## src/pcrld_pkg.sv

```systemverilog
// ----------------------------------------------------------------------------
// pcrld_pkg
// Shared types and constants of the packed code run-length decoder.
// ----------------------------------------------------------------------------
package pcrld_pkg;

    localparam int DEF_BOARD_TILES = 4096;
    localparam int CODE_W_NARROW   = 12;
    localparam int CODE_W_WIDE     = 13;
    localparam int BUF_W           = 20;
    localparam int HELD_W          = 5;
    localparam int CFG_W           = 4;
    localparam int PAIR_BIT        = 8;

    localparam logic [CFG_W-1:0]  CFG_RESET   = CFG_W'(CODE_W_NARROW);
    localparam logic [CFG_W-1:0]  CFG_WIDE    = CFG_W'(CODE_W_WIDE);
    localparam logic [HELD_W-1:0] HELD_NARROW = HELD_W'(CODE_W_NARROW);
    localparam logic [HELD_W-1:0] HELD_WIDE   = HELD_W'(CODE_W_WIDE);

    typedef struct packed {
        logic [7:0] data_byte;
        logic       start_of_board;
    } t_in;

    typedef struct packed {
        logic [11:0] run_start;
        logic [8:0]  run_length;
        logic [12:0] first_tile;
        logic [12:0] second_tile;
        logic        paired;
        logic        board_full;
    } t_out;

    // One classified byte handed from the front to the back.
    typedef struct packed {
        logic        sob;
        logic        has_code;
        logic        is_repeat;
        logic [12:0] code;
    } t_qent;

endpackage

```

## src/packed_code_run_length_decoder.sv

```systemverilog
// ----------------------------------------------------------------------------
// packed_code_run_length_decoder
// Byte stream in, run descriptors out, for bit-packed run-length tile data.
// ----------------------------------------------------------------------------
// Usage:
//   Input channel: one byte plus a start-of-board flag per transaction,
//   taken at an edge with i_in_valid high and o_in_stall low.
//   Output channel: one run descriptor per transaction, taken at an edge
//   with o_out_valid high and i_out_stall low. A byte gives zero or one run.
//   Configuration: i_cfg_we with i_cfg_wdata sets the code width (13 selects
//   13-bit codes, any other value 12-bit). Write it only while idle.
//   Throughput: one byte per cycle while o_in_stall is low. Each of the code
//   gatherer and run engine handles one entry a cycle unless stalled, with a
//   two-entry queue between; a run goes from the queue to the output register.
//   Reset (synchronous, active low) empties the queue and output register,
//   clears the decoder and sets the code width to 12.
//   A stalled output holds its descriptor; the run engine stops, the queue
//   fills, and o_in_stall rises once both entries are taken.
// ----------------------------------------------------------------------------
module packed_code_run_length_decoder
    import pcrld_pkg::*;
#(
    parameter int BOARD_TILES = DEF_BOARD_TILES
) (
    input  logic             i_clk,
    input  logic             i_rst_n,
    input  logic             i_cfg_we,
    input  logic [CFG_W-1:0] i_cfg_wdata,
    input  logic             i_in_valid,
    input  t_in              i_in_data,
    output logic             o_in_stall,
    output logic             o_out_valid,
    output t_out             o_out_data,
    input  logic             i_out_stall
);

    logic  accept;
    logic  q_full, q_avail, q_pop;
    t_qent front_ent, back_ent;

    // accept whenever the queue has room
    assign o_in_stall = q_full;
    assign accept     = i_in_valid && !q_full;

    // front: gather bits and classify the code of each byte
    pcrld_front u_front (
        .i_clk       (i_clk),
        .i_rst_n     (i_rst_n),
        .i_cfg_we    (i_cfg_we),
        .i_cfg_wdata (i_cfg_wdata),
        .i_accept    (accept),
        .i_data      (i_in_data),
        .o_ent       (front_ent)
    );

    // queue: decouple the front from an output stall
    pcrld_queue u_queue (
        .i_clk   (i_clk),
        .i_rst_n (i_rst_n),
        .i_push  (accept),
        .i_ent   (front_ent),
        .i_pop   (q_pop),
        .o_full  (q_full),
        .o_avail (q_avail),
        .o_ent   (back_ent)
    );

    // back: repeat, pair and board bookkeeping, registered output
    pcrld_back #(
        .BOARD_TILES (BOARD_TILES)
    ) u_back (
        .i_clk       (i_clk),
        .i_rst_n     (i_rst_n),
        .i_avail     (q_avail),
        .i_ent       (back_ent),
        .o_pop       (q_pop),
        .i_out_stall (i_out_stall),
        .o_out_valid (o_out_valid),
        .o_out_data  (o_out_data)
    );

endmodule

```

## src/pcrld_front.sv

```systemverilog
// ----------------------------------------------------------------------------
// pcrld_front
// Gathers bytes into 12 or 13 bit codes and classifies each code.
// ----------------------------------------------------------------------------
module pcrld_front
    import pcrld_pkg::*;
(
    input  logic             i_clk,
    input  logic             i_rst_n,
    input  logic             i_cfg_we,
    input  logic [CFG_W-1:0] i_cfg_wdata,
    input  logic             i_accept,
    input  t_in              i_data,
    output t_qent            o_ent
);

    logic [CFG_W-1:0]  r_cfg;
    logic [BUF_W-1:0]  r_buf,  n_buf;
    logic [HELD_W-1:0] r_held, n_held;

    logic              wide;
    logic [HELD_W-1:0] cw;
    logic [BUF_W-1:0]  base_buf, cat_buf;
    logic [HELD_W-1:0] base_held, cat_held;
    logic [12:0]       code;

    always_comb begin
        wide      = (r_cfg == CFG_WIDE);
        cw        = wide ? HELD_WIDE : HELD_NARROW;
        base_buf  = i_data.start_of_board ? '0 : r_buf;
        base_held = i_data.start_of_board ? '0 : r_held;
        cat_buf   = base_buf | ({{(BUF_W-8){1'b0}}, i_data.data_byte} << base_held[3:0]);
        cat_held  = base_held + HELD_W'(8);
        code      = wide ? cat_buf[12:0] : {1'b0, cat_buf[11:0]};

        o_ent.sob       = i_data.start_of_board;
        o_ent.has_code  = (cat_held >= cw);
        o_ent.code      = code;
        o_ent.is_repeat = wide ? code[12] : code[11];

        n_buf  = cat_buf;
        n_held = cat_held;
        if (o_ent.has_code) begin
            n_buf  = wide ? (cat_buf >> CODE_W_WIDE) : (cat_buf >> CODE_W_NARROW);
            n_held = cat_held - cw;
        end
    end

    always_ff @(posedge i_clk) begin
        if (!i_rst_n) begin
            r_cfg  <= CFG_RESET;
            r_buf  <= '0;
            r_held <= '0;
        end else begin
            if (i_cfg_we) begin
                r_cfg <= i_cfg_wdata;
            end
            if (i_accept) begin
                r_buf  <= n_buf;
                r_held <= n_held;
            end
        end
    end

endmodule

```

## src/pcrld_queue.sv

```systemverilog
// ----------------------------------------------------------------------------
// pcrld_queue
// Two-entry queue between the front and the back.
// ----------------------------------------------------------------------------
module pcrld_queue
    import pcrld_pkg::*;
(
    input  logic  i_clk,
    input  logic  i_rst_n,
    input  logic  i_push,
    input  t_qent i_ent,
    input  logic  i_pop,
    output logic  o_full,
    output logic  o_avail,
    output t_qent o_ent
);

    t_qent      r_mem [2];
    logic       r_wr, r_rd;
    logic [1:0] r_cnt;

    assign o_full  = (r_cnt == 2'd2);
    assign o_avail = (r_cnt != 2'd0);
    assign o_ent   = r_mem[r_rd];

    always_ff @(posedge i_clk) begin
        if (i_push) begin
            r_mem[r_wr] <= i_ent;
        end
    end

    always_ff @(posedge i_clk) begin
        if (!i_rst_n) begin
            r_wr  <= 1'b0;
            r_rd  <= 1'b0;
            r_cnt <= '0;
        end else begin
            if (i_push) begin
                r_wr <= ~r_wr;
            end
            if (i_pop) begin
                r_rd <= ~r_rd;
            end
            r_cnt <= r_cnt + 2'(i_push) - 2'(i_pop);
        end
    end

endmodule

```

## src/pcrld_back.sv

```systemverilog
// ----------------------------------------------------------------------------
// pcrld_back
// Applies repeat and pair codes, tracks the board index, registers results.
// ----------------------------------------------------------------------------
module pcrld_back
    import pcrld_pkg::*;
#(
    parameter int BOARD_TILES = DEF_BOARD_TILES
) (
    input  logic  i_clk,
    input  logic  i_rst_n,
    input  logic  i_avail,
    input  t_qent i_ent,
    output logic  o_pop,
    input  logic  i_out_stall,
    output logic  o_out_valid,
    output t_out  o_out_data
);

    localparam int BW = $clog2(BOARD_TILES + 1);
    localparam logic [BW-1:0] BOARD = BW'(BOARD_TILES);

    logic [BW-1:0] r_bi,    n_bi;
    logic [7:0]    r_count, n_count;
    logic          r_armed, n_armed;
    logic [12:0]   r_held,  n_held;
    logic          r_hval,  n_hval;
    logic          r_out_valid;
    t_out          r_out,   n_out;
    logic          emit;

    logic [BW-1:0] bi, room;
    logic [15:0]   room_ext, half_ext, count_ext;
    logic [7:0]    n_run;
    logic [8:0]    len;

    assign o_pop       = i_avail && (!r_out_valid || !i_out_stall);
    assign o_out_valid = r_out_valid;
    assign o_out_data  = r_out;

    always_comb begin
        // start of board clears everything ahead of the byte
        bi      = i_ent.sob ? '0 : r_bi;
        n_bi    = bi;
        n_count = i_ent.sob ? 8'd1 : r_count;
        n_armed = i_ent.sob ? 1'b0 : r_armed;
        n_held  = i_ent.sob ? 13'd0 : r_held;
        n_hval  = i_ent.sob ? 1'b0 : r_hval;
        emit    = 1'b0;

        room      = BOARD - bi;
        room_ext  = 16'(room);
        half_ext  = room_ext >> 1;
        count_ext = {8'd0, n_count};
        n_run     = '0;
        len       = '0;
        n_out     = r_out;

        if (bi < BOARD && i_ent.has_code) begin
            if (i_ent.is_repeat) begin
                if (i_ent.code[PAIR_BIT]) begin
                    n_armed = 1'b1;
                end
                n_count = i_ent.code[7:0];
            end else if (n_count == 8'd1) begin
                len  = 9'd1;
                emit = 1'b1;
                n_out.first_tile  = i_ent.code;
                n_out.second_tile = i_ent.code;
                n_out.paired      = 1'b0;
            end else if (n_armed) begin
                if (!n_hval) begin
                    n_held = i_ent.code;
                    n_hval = 1'b1;
                end else begin
                    n_run = (count_ext > half_ext) ? half_ext[7:0] : n_count;
                    len   = {n_run, 1'b0};
                    emit  = 1'b1;
                    n_out.first_tile  = n_held;
                    n_out.second_tile = i_ent.code;
                    n_out.paired      = 1'b1;
                    n_held  = 13'd0;
                    n_hval  = 1'b0;
                    n_armed = 1'b0;
                    n_count = 8'd1;
                end
            end else begin
                n_run = (count_ext > room_ext) ? room_ext[7:0] : n_count;
                len   = {1'b0, n_run};
                emit  = 1'b1;
                n_out.first_tile  = i_ent.code;
                n_out.second_tile = i_ent.code;
                n_out.paired      = 1'b0;
                n_count = 8'd1;
            end
        end

        if (emit) begin
            n_bi = bi + BW'(len);
        end
        n_out.run_start  = 12'(16'(bi));
        n_out.run_length = len;
        n_out.board_full = (n_bi >= BOARD);
    end

    always_ff @(posedge i_clk) begin
        if (o_pop && emit) begin
            r_out <= n_out;
        end
    end

    always_ff @(posedge i_clk) begin
        if (!i_rst_n) begin
            r_bi        <= '0;
            r_count     <= 8'd1;
            r_armed     <= 1'b0;
            r_held      <= '0;
            r_hval      <= 1'b0;
            r_out_valid <= 1'b0;
        end else begin
            if (o_pop) begin
                r_bi    <= n_bi;
                r_count <= n_count;
                r_armed <= n_armed;
                r_held  <= n_held;
                r_hval  <= n_hval;
            end
            if (o_pop && emit) begin
                r_out_valid <= 1'b1;
            end else if (!i_out_stall) begin
                r_out_valid <= 1'b0;
            end
        end
    end

endmodule

```

## config.mk

```make
export PLATFORM = sky130hd
export DESIGN_NAME = packed_code_run_length_decoder
export DESIGN_NICKNAME = d
export VERILOG_FILES = /design/src/pcrld_pkg.sv /design/src/packed_code_run_length_decoder.sv /design/src/pcrld_front.sv /design/src/pcrld_queue.sv /design/src/pcrld_back.sv
export SDC_FILE = /design/constraint.sdc
export NUM_CORES = 1
export LEC_CHECK = 0
export ABC_AREA = 1
export BUFFER_PORTS_ARGS = -buffer_cell sky130_fd_sc_hd__buf_2
export CAP_MARGIN = 20
export CORE_UTILIZATION = 55
export CTS_CLUSTER_SIZE = 25
export DETAILED_ROUTE_END_ITERATION = 8
export GPL_ROUTABILITY_DRIVEN = 0
export PLACE_DENSITY_LB_ADDON = 0.1
export SKIP_LAST_GASP = 1
export SLEW_MARGIN = 20
export SYNTH_ARGS = -nofsm -noshare
export SYNTH_HDL_FRONTEND = slang
export SYNTH_HIERARCHICAL = 1
export SYNTH_SLANG_ARGS = --single-unit
export TNS_END_PERCENT = 50
```

## constraint.sdc

```tcl
create_clock -name i_clk -period 4.6 [get_ports i_clk]
set_input_delay 1.38 -clock i_clk [delete_from_list [all_inputs] [get_ports i_clk]]
set_output_delay 1.38 -clock i_clk [all_outputs]
set_load 0.02 [all_outputs]
```

# After elaboration in Yosys (flattened, before gate mapping)
# Memories as Yosys holds them, arrays and structs flattened. A register that Yosys moved wholly into a read port is not among the register bits.
# Cells that the tools add are included.
# Widths: inputs -> output; s select.
totals:
  reg_bits: 119
  ramBits: 32
  mem_count: 1
  wordCells: 107
  input_bits: 18
mem_list:
  columns: ["name", "depth", "width", "rd", "rd_clocked_by_memory_dff", "wr", "line_no", "rtl"]
  rows:
  - ["u_queue.r_mem", 2, 16, 1, 1, 1, "pcrld_queue.sv:18", "t_qent r_mem [2];"]
op_classes:
  n_eq_ne: 5
  bitwise: 5
  n_reduce_logical: 11
  n_lt_le_gt_ge: 5
  mux: 55
  addsub: 6
  shifts: 1
ops:
  columns: ["cell", "count"]
  rows:
  - ["$mux 13", 9]
  - ["$mux 27", 3]
  - ["$mux 8", 9]
  - ["$mux 9", 5]
  - ["$mux 20", 2]
  - ["$mux 1", 25]
  - ["$or 20x20->20", 1]
  - ["$shl 8x4->20", 1]
  - ["$add 13x9->13", 1]
  - ["$ge 13x13->1 const B", 1]
  - ["$gt 8x13->1", 1]
  - ["$lt 13x13->1 const B", 1]
  - ["$sub 13x13->13 const A", 1]
  - ["$gt 8x12->1", 1]
  - ["$mux 5", 2]
  - ["$eq 8x1->1 const B", 1]
  - ["$add 5x4->5 const B", 1]
  - ["$ge 5x5->1", 1]
  - ["$sub 5x5->5", 1]
  - ["$eq 4x4->1 const B", 1]
  - ["$logic_and 1x1->1", 4]
  - ["$not 1->1", 4]
  - ["$reduce_and 4->1", 1]
  - ["$logic_not 1->1", 3]
  - ["8 further kinds", 8]

# Depth between registers and ports, before layout
# Gate-level depths: netlist (run 1).
logic_depth:
  word_depth: 12
  ltp_mapped: 31

# Cells and area by module
# The synthesis (run 1) kept the hierarchy.
by_module_without_submodules:
  columns: ["mod", "cells_per_inst", "instances", "area_each_um2", "seq_area_each_um2"]
  rows:
  - ["pcrld_back", 668, 1, 5195.0, 2212.1]
  - ["pcrld_front", 375, 1, 2122.0, 580.6]
  - ["pcrld_queue", 83, 1, 1435.1, 1061.0]
  - ["packed_code_run_length_decoder", 2, 1, 10.0, 0.0]

# Worst setup path before layout (run 1)
# No wires, ideal clock.
synth_timing:
  path_kind: "register -> register"
  startpoint: "reg with a tool-made name"
  endpoint: "reg u_back.r_bi[10]"
  setup_ns: 0.118
  path_stages_with_launch: 32
  path_buffers: 2
  arrival_time_ns: 4.604
  setup_slack_ns: -0.122
  path_cell_list: "dfxtp_1 buf_6 mux2_2 inv_2 buf_6 nand2_2 ha_1 or2_2 nand2_1 ha_1 a21oi_1 o21ai_0 o21ai_0 nand3_1 nand2_1 nand2_1 nand2_4 o21ai_2 nand3_1 nand2_1 inv_1 ha_1 inv_1 fa_1 o21ai_0 nand4_1 nand3_1 nand2_1 o21ai_0 nand2_1 o21ai_1 a21oi_1"
synth_lines:
  columns: ["item", "line_no", "rtl"]
  rows:
  - ["to (signal assigned)", "pcrld_back.sv:122", "r_bi <= n_bi;"]
  - ["to (decl)", "pcrld_back.sv:23", "logic [BW-1:0] r_bi, n_bi;"]

==> results of run 1 <==
==> worst max-delay path by stage <==
stage	slack, ns	cells past startpoint	to
4_1_cts	0.03	28	u_back/r_bi[9]$_SDFFE_PN0P_
6_report	0.28	27	u_back/o_out_data[0]$_DFFE_PP_
3_3_place_gp	0.15	29	u_back/r_bi[9]$_SDFFE_PN0P_
2_1_floorplan	0.06	31	u_back/r_bi[10]$_SDFFE_PN0P_
3_5_place_dp	-0.06	28	u_back/r_bi[9]$_SDFFE_PN0P_
5_1_grt	-0.005	29	u_back/r_bi[10]$_SDFFE_PN0P_
==> cells by family after synthesis <==
kind of cell / synth area share, %
and+or+nand+nor: 29.7
AOI/OAI and AO/OA: 10.4
DFF: 44.0
buffers and inverters: 8.33
xor gates and xnor gates: 0.600
muxes: 2.48
adders and majority gates: 4.51
==> final cells by class <==
cell class / instances / area, sq um
inverters: 132 / 500
repair buffers: 107 / 633
flip-flops and latches: 152 / 3850
fillers: 1331 / 5220
clock inverters: 14 / 121
well taps: 211 / 264
multi-input cells: 802 / 4350
clock buffers: 18 / 429
==> cell usage in the layout (no fill, tap or decap), types with 6 or more instances in the layout <==
cell type and instances:
nand2_1 319, nand3_1 129, inv_1 118, edfxtp_1 81, a21oi_1 79, dfxtp_1 70, buf_2 68, nor2_1 61
buf_4 39, o21ai_0 39, ha_1 22, clkbuf_16 17, nand2_2 17, o211ai_1 17, nand4_1 14, nor2_2 13
mux2_4 11, inv_2 10, o21ai_1 10, nand2_4 6, ha_4 6
==> per-stage QoR <==
stage	cell area (sq um)	hold WS [ns]	std cells	setup WS [ns]	setup TNS (ns)
detailed placement	9380	0.445	1397	-0.0602	-0.0880
global placement	9380	0.441	1397	0.146	0
finish	10200	0.462	1436	0.279	0
global route	10200	0.481	1436	-0.00482	-0.00482
CTS	9940	0.462	1429	0.0289	0
floorplan	8760	0.429	1128	0.0578	0
==> repair_timing <==
action,4_1_cts,5_1_grt
resized for setup,3,38
setup endpoints to repair,4,10
buffers inserted,0,7
pin swaps,0,7
==> flip-flops by register name, indices dropped and copies added (netlist names), named ones only <==
signal / count
u_back/r_count: 8
u_queue/r_mem: 32
u_back/r_held: 13
u_back/r_armed: 1
u_queue/r_rd: 1
u_front/r_cfg: 4
u_back/r_bi: 13
u_back/o_out_data: 49
u_back/r_hval: 1
u_front/r_held: 5
u_queue/r_cnt: 2
u_front/r_buf: 20
u_back/o_out_valid: 1
u_queue/r_wr: 1
==> layer usage <==
layer	vias up	GRT usage [%]	part of all wire [%]
met5	-	0	0
met4	0	8.44	1.4
met3	26	6.55	6.6
met2	271	41.8	46
met1	3549	37.7	46
li1	3922	-	-
==> critical path: cells and delay by family, from the launching register on <==
family,cells,cell delay [ns]
AOI/OAI and AO/OA,5,0.85
adders and majority gates,2,0.57
buffers and inverters,5,0.64
DFF,1,0.34
muxes,1,0.32
and+or+nand+nor,14,1.33
==> power breakdown <==
part | internal, mW | switching (mW)
Clock | 0.746 | 0.574
Combinational | 1.09 | 2.16
Sequential | 1.81 | 0.130
==> impl_metrics.env, run 1 <==
export IMPL_start_util_pct=57.0
export IMPL_postCtsHoldBufs=0
export IMPL_cp_data_arrival_time_ns=4.50
export IMPL_wl_per_cell_um=14.9
export IMPL_routed_via_density=5.41
export IMPL_yosys_area_top_type_share_pct=27.8
export IMPL_skew_ns=0.00609
export IMPL_grt_start_max_net_pins=42
export IMPL_hp_start="u_front/r_cfg[3]$_SDFFE_PN1P_"
export IMPL_hold_violations=0
export IMPL_grt_pass1_wl_mm=34.6
export IMPL_syn_to_final_growth_pct=15.9
export IMPL_grtUsageTotal_pct=27.2
export IMPL_outcome="complete, no violations"
export IMPL_hold_depth=2
export IMPL_peakVddDrop_mv=0.401
export IMPL_drc=0
export IMPL_final_nets=1261
export IMPL_finalWirelength_mm=21.4
export IMPL_critPathMaxFanout=11
export IMPL_ys_types=47
export IMPL_synthesis_nets=1177
export IMPL_cts_tree="done"
export IMPL_numClockSinks=152
export IMPL_r2r_slack_ns=0.28
export IMPL_slowest_stage="dfxtp_2"
export IMPL_leakagePower_nw=4.65
export IMPL_required_ns=4.78
export IMPL_cts_root_buffer="clkbuf_16"
export IMPL_r2r_cells=27
export IMPL_clkTransAtPathRegs_ns=0.06
export IMPL_vias=7768
export IMPL_grt_pass1_vias=6874
export IMPL_cts_buffers_inserted=17
export IMPL_relSlewSlack_pct=47.5
export IMPL_grt_ovfl_total=0
export IMPL_ant_nets=0
export IMPL_die_x_um=128
export IMPL_port_buffers=68
export IMPL_drv_slew=0
export IMPL_synth_edff_count=81
export IMPL_worstSetupPathType="reg2reg"
export IMPL_die_h_um=128
export IMPL_ys_ff_latch=152
export IMPL_cts_htree_levels=4
export IMPL_endpoint_kind="flop"
export IMPL_antenna_cells=0
export IMPL_drive_gt1_share_pct=19.4
export IMPL_dieArea_sq_um=16400
export IMPL_syn_area_per_cell_sq_um=7.77
export IMPL_critPathMaxStageDelay_ns=0.34
export IMPL_hold_class="reg2reg"
export IMPL_yosysSeqAreaShare_pct=44.0
export IMPL_rows=45
export IMPL_clock_tree_buffer_depth=2
export IMPL_syn_inst=1128
export IMPL_antenna_found_initial=0
export IMPL_yosysTopAreaCell="edfxtp_1"
export IMPL_synthTopCellsByCount="nand2_1, nand3_1, inv_1"
export IMPL_fp_coreArea_sq_um=15400
export IMPL_final_setup_viol_count=0
export IMPL_max_freq_mhz=231
export IMPL_io_pins=69
export IMPL_yosysWarningCount=6
export IMPL_clk_latency_ns=0.43
export IMPL_yosysMostFrequentCell="nand2_1"
export IMPL_drt_initial_drc_count=715
export IMPL_tightest_slew_ns=0.784
export IMPL_synth_area_leaders="edfxtp_1, dfxtp_1, nand2_1"
export IMPL_layout_min_cycle_time_ns=4.32
export IMPL_hold_path_end="u_front/r_cfg[3]$_SDFFE_PN1P_"
export IMPL_ys_async_sr_fraction_pct=0
export IMPL_power_density_nw_per_um2=641
export IMPL_finalCritPeriodShare_pct=93.9
export IMPL_cap_violations=0
export IMPL_syn_area_sq_um=8760
export IMPL_startpoint_type="flop"
export IMPL_critPathMostFrequentCell="nand2_1"
export IMPL_totalPowerFinal_mw=6.51
export IMPL_dp_hpwl_mm=15.2
export IMPL_synthFlopType="edfxtp_1"
export IMPL_timing_rr_end="u_back/o_out_data[0]$_DFFE_PP_"
export IMPL_utilization_pct=66.1
export IMPL_dr_pass1_iters=7
Note: power is estimated with default switching activity, not from simulation.
==> run 2: changes to the inputs <==
--- a/config.mk
+++ b/config.mk
@@ -8,6 +8,7 @@
 export ABC_AREA = 1
 export BUFFER_PORTS_ARGS = -buffer_cell sky130_fd_sc_hd__buf_2
 export CAP_MARGIN = 20
+export CORE_ASPECT_RATIO = 1.4
 export CORE_UTILIZATION = 55
 export CTS_CLUSTER_SIZE = 25
 export DETAILED_ROUTE_END_ITERATION = 8
==> run 2 against run 1 <==
Effect of this change: sequential cell count stayed put; critical path type unchanged; worst setup slack worse by 0.018 ns; non-clock buffer count is 17 higher; final area is 0.17% higher; clock power hardly changed; largest power group unchanged; critical path depth is 2 higher; first-iteration DRC count is 31% lower; global-route usage is 2.2 points higher; register-to-register slack worse by 0.02 ns; sequential power hardly changed; critical endpoint is now u_back/r_bi[11]$_SDFFE_PN0P_.
==> impl_metrics.env, run 2 (same netlist as run 1, synthesis figures left out) <==
export IMPL_outcome="complete, no violations"
export IMPL_seqCellArea_sq_um=3850
export IMPL_most_common_layout_cells="nand2_1, nand3_1, inv_1, edfxtp_1, a21oi_1"
export IMPL_drt_initial_drc_count=490
export IMPL_startpoint_type="flop"
export IMPL_die_h_um=151
export IMPL_cts_root_buffer="clkbuf_16"
export IMPL_critPathMaxFanout=11
export IMPL_clk_latency_ns=0.43
export IMPL_dieArea_sq_um=16400
export IMPL_postCtsHoldBufs=0
export IMPL_io_pins=69
export IMPL_multi_input_comb_area_sq_um=4260
export IMPL_final_nets=1278
export IMPL_port_buffers=68
export IMPL_layout_min_cycle_time_ns=4.34
export IMPL_ant_nets=0
export IMPL_cp_top_family="simple AND/OR/NAND/NOR gates"
export IMPL_hold_violations=0
export IMPL_antenna_found_initial=0
export IMPL_clkTransAtPathRegs_ns=0.06
export IMPL_final_setup_viol_count=0
export IMPL_cts_buffers_inserted=17
export IMPL_max_freq_mhz=230
export IMPL_cts_htree_levels=4
export IMPL_final_common_cell="nand2_1"
export IMPL_cts_tree="done"
export IMPL_leakagePower_nw=4.76
export IMPL_dp_hpwl_mm=17.3
export IMPL_antenna_cells=0
export IMPL_grt_pass1_wl_mm=36.6
export IMPL_clock_tree_buffer_depth=2
export IMPL_fin_tns_setup_ns=0
export IMPL_tightest_slew_ns=0.902
export IMPL_power_density_nw_per_um2=644
export IMPL_die_x_um=109
export IMPL_fp_coreArea_sq_um=15600
export IMPL_dpl_cell_count=1404
export IMPL_numClockSinks=152
export IMPL_skew_ns=0.00994
export IMPL_finalCritPeriodShare_pct=94.3
export IMPL_final_cells=1438
export IMPL_grt_start_max_net_pins=42
export IMPL_required_ns=4.92
export IMPL_relSlewSlack_pct=39.5
export IMPL_drv_slew=0
export IMPL_fillers=1362
export IMPL_critPathBufInv=3
export IMPL_worstSetupPathType="reg2reg"
export IMPL_syn_to_final_growth_pct=16.1
export IMPL_rows=54
export IMPL_wl_per_cell_um=16.0
export IMPL_finalWirelength_mm=23.0
export IMPL_start_util_pct=56.1
export IMPL_hold_class="reg2reg"
export IMPL_cp_data_arrival_time_ns=4.66
export IMPL_drive_gt1_share_pct=19.6
export IMPL_endpoint_kind="flop"
export IMPL_drc=0
export IMPL_largest_register_ffs=49
export IMPL_vias=8014
export IMPL_grt_ovfl_total=0
export IMPL_critPathMaxStageDelay_ns=0.37
export IMPL_slowest_stage="edfxtp_1"
export IMPL_cap_violations=0
export IMPL_critPathMostFrequentCell="nand2_1"
export IMPL_grtUsageTotal_pct=29.4
export IMPL_peakVddDrop_mv=0.406
export IMPL_routed_via_density=5.57
export IMPL_grt_pass1_vias=7424
export IMPL_dr_pass1_iters=7
-- run 2: area by class of cell --
class	count	area share (%)
multi-input combinational	802	41.9
timing repair buffer	124	7.48
tap	196	2.41
inverter	132	4.94
sequential	152	37.9
clock inverter	14	1.14
clock buffer	18	4.22
-- run 2: report_power, final --
group	switching [mW]	internal (mW)
Sequential	0.130	1.81
Clock	0.590	0.703
Combinational	2.19	1.13
Total	2.91	3.64
-- run 2: path summary, 6_finish.rpt --
kind	slack, ns	cells past startpoint	to	start
min	0.46	2	u_front/r_buf[16]$_SDFFE_PN0P_	u_front/r_buf[16]$_SDFFE_PN0P_
min reg2reg	0.46	2	u_front/r_buf[16]$_SDFFE_PN0P_	u_front/r_buf[16]$_SDFFE_PN0P_
max reg2reg	0.26	29	u_back/r_bi[11]$_SDFFE_PN0P_	u_queue/r_mem[0][15]$_DFFE_PP_
max	0.26	29	u_back/r_bi[11]$_SDFFE_PN0P_	u_queue/r_mem[0][15]$_DFFE_PP_
-- run 2: what timing repair did --
action                                  in CTS  in global routing
pin swaps                                    0                  7
setup buffers                                0                  2
endpoints found under the setup margin       4                 11
gates resized for setup                      3                 26
-- run 2: metrics by stage --
step	worst slack, ns	area [sq um]	hold slack, ns	total power [mW]	utilization, %
2_1_floorplan	0.0578	8760	0.429	4.20	-
3_3_place_gp	0.00701	9530	0.450	5.14	61.0
3_5_place_dp	-0.0980	9530	0.455	5.18	61.0
4_1_cts	0.000161	10100	0.465	6.49	64.6
5_1_grt	-0.0752	10200	0.477	7.00	65.2
6_report	0.261	10200	0.461	6.55	65.2
-- run 2: worst register-to-register path: cells and delay by family, from the launching register on --
family          cells  cell delay, ns
compound gates      5            0.61
fa+ha+maj           3            0.76
buf+inv             3            0.39
flops               1            0.37
mux                 1            0.32
simple gates       17            1.79
-- run 2: routing by layer --
metal,vias to the layer above,GRT usage [%],part of all wire (%)
met1,3673,30.9,37
met4,0,19.7,6.4
met3,93,4.39,4.7
met2,289,53.4,52
li1,3959,-,-
met5,-,0,0
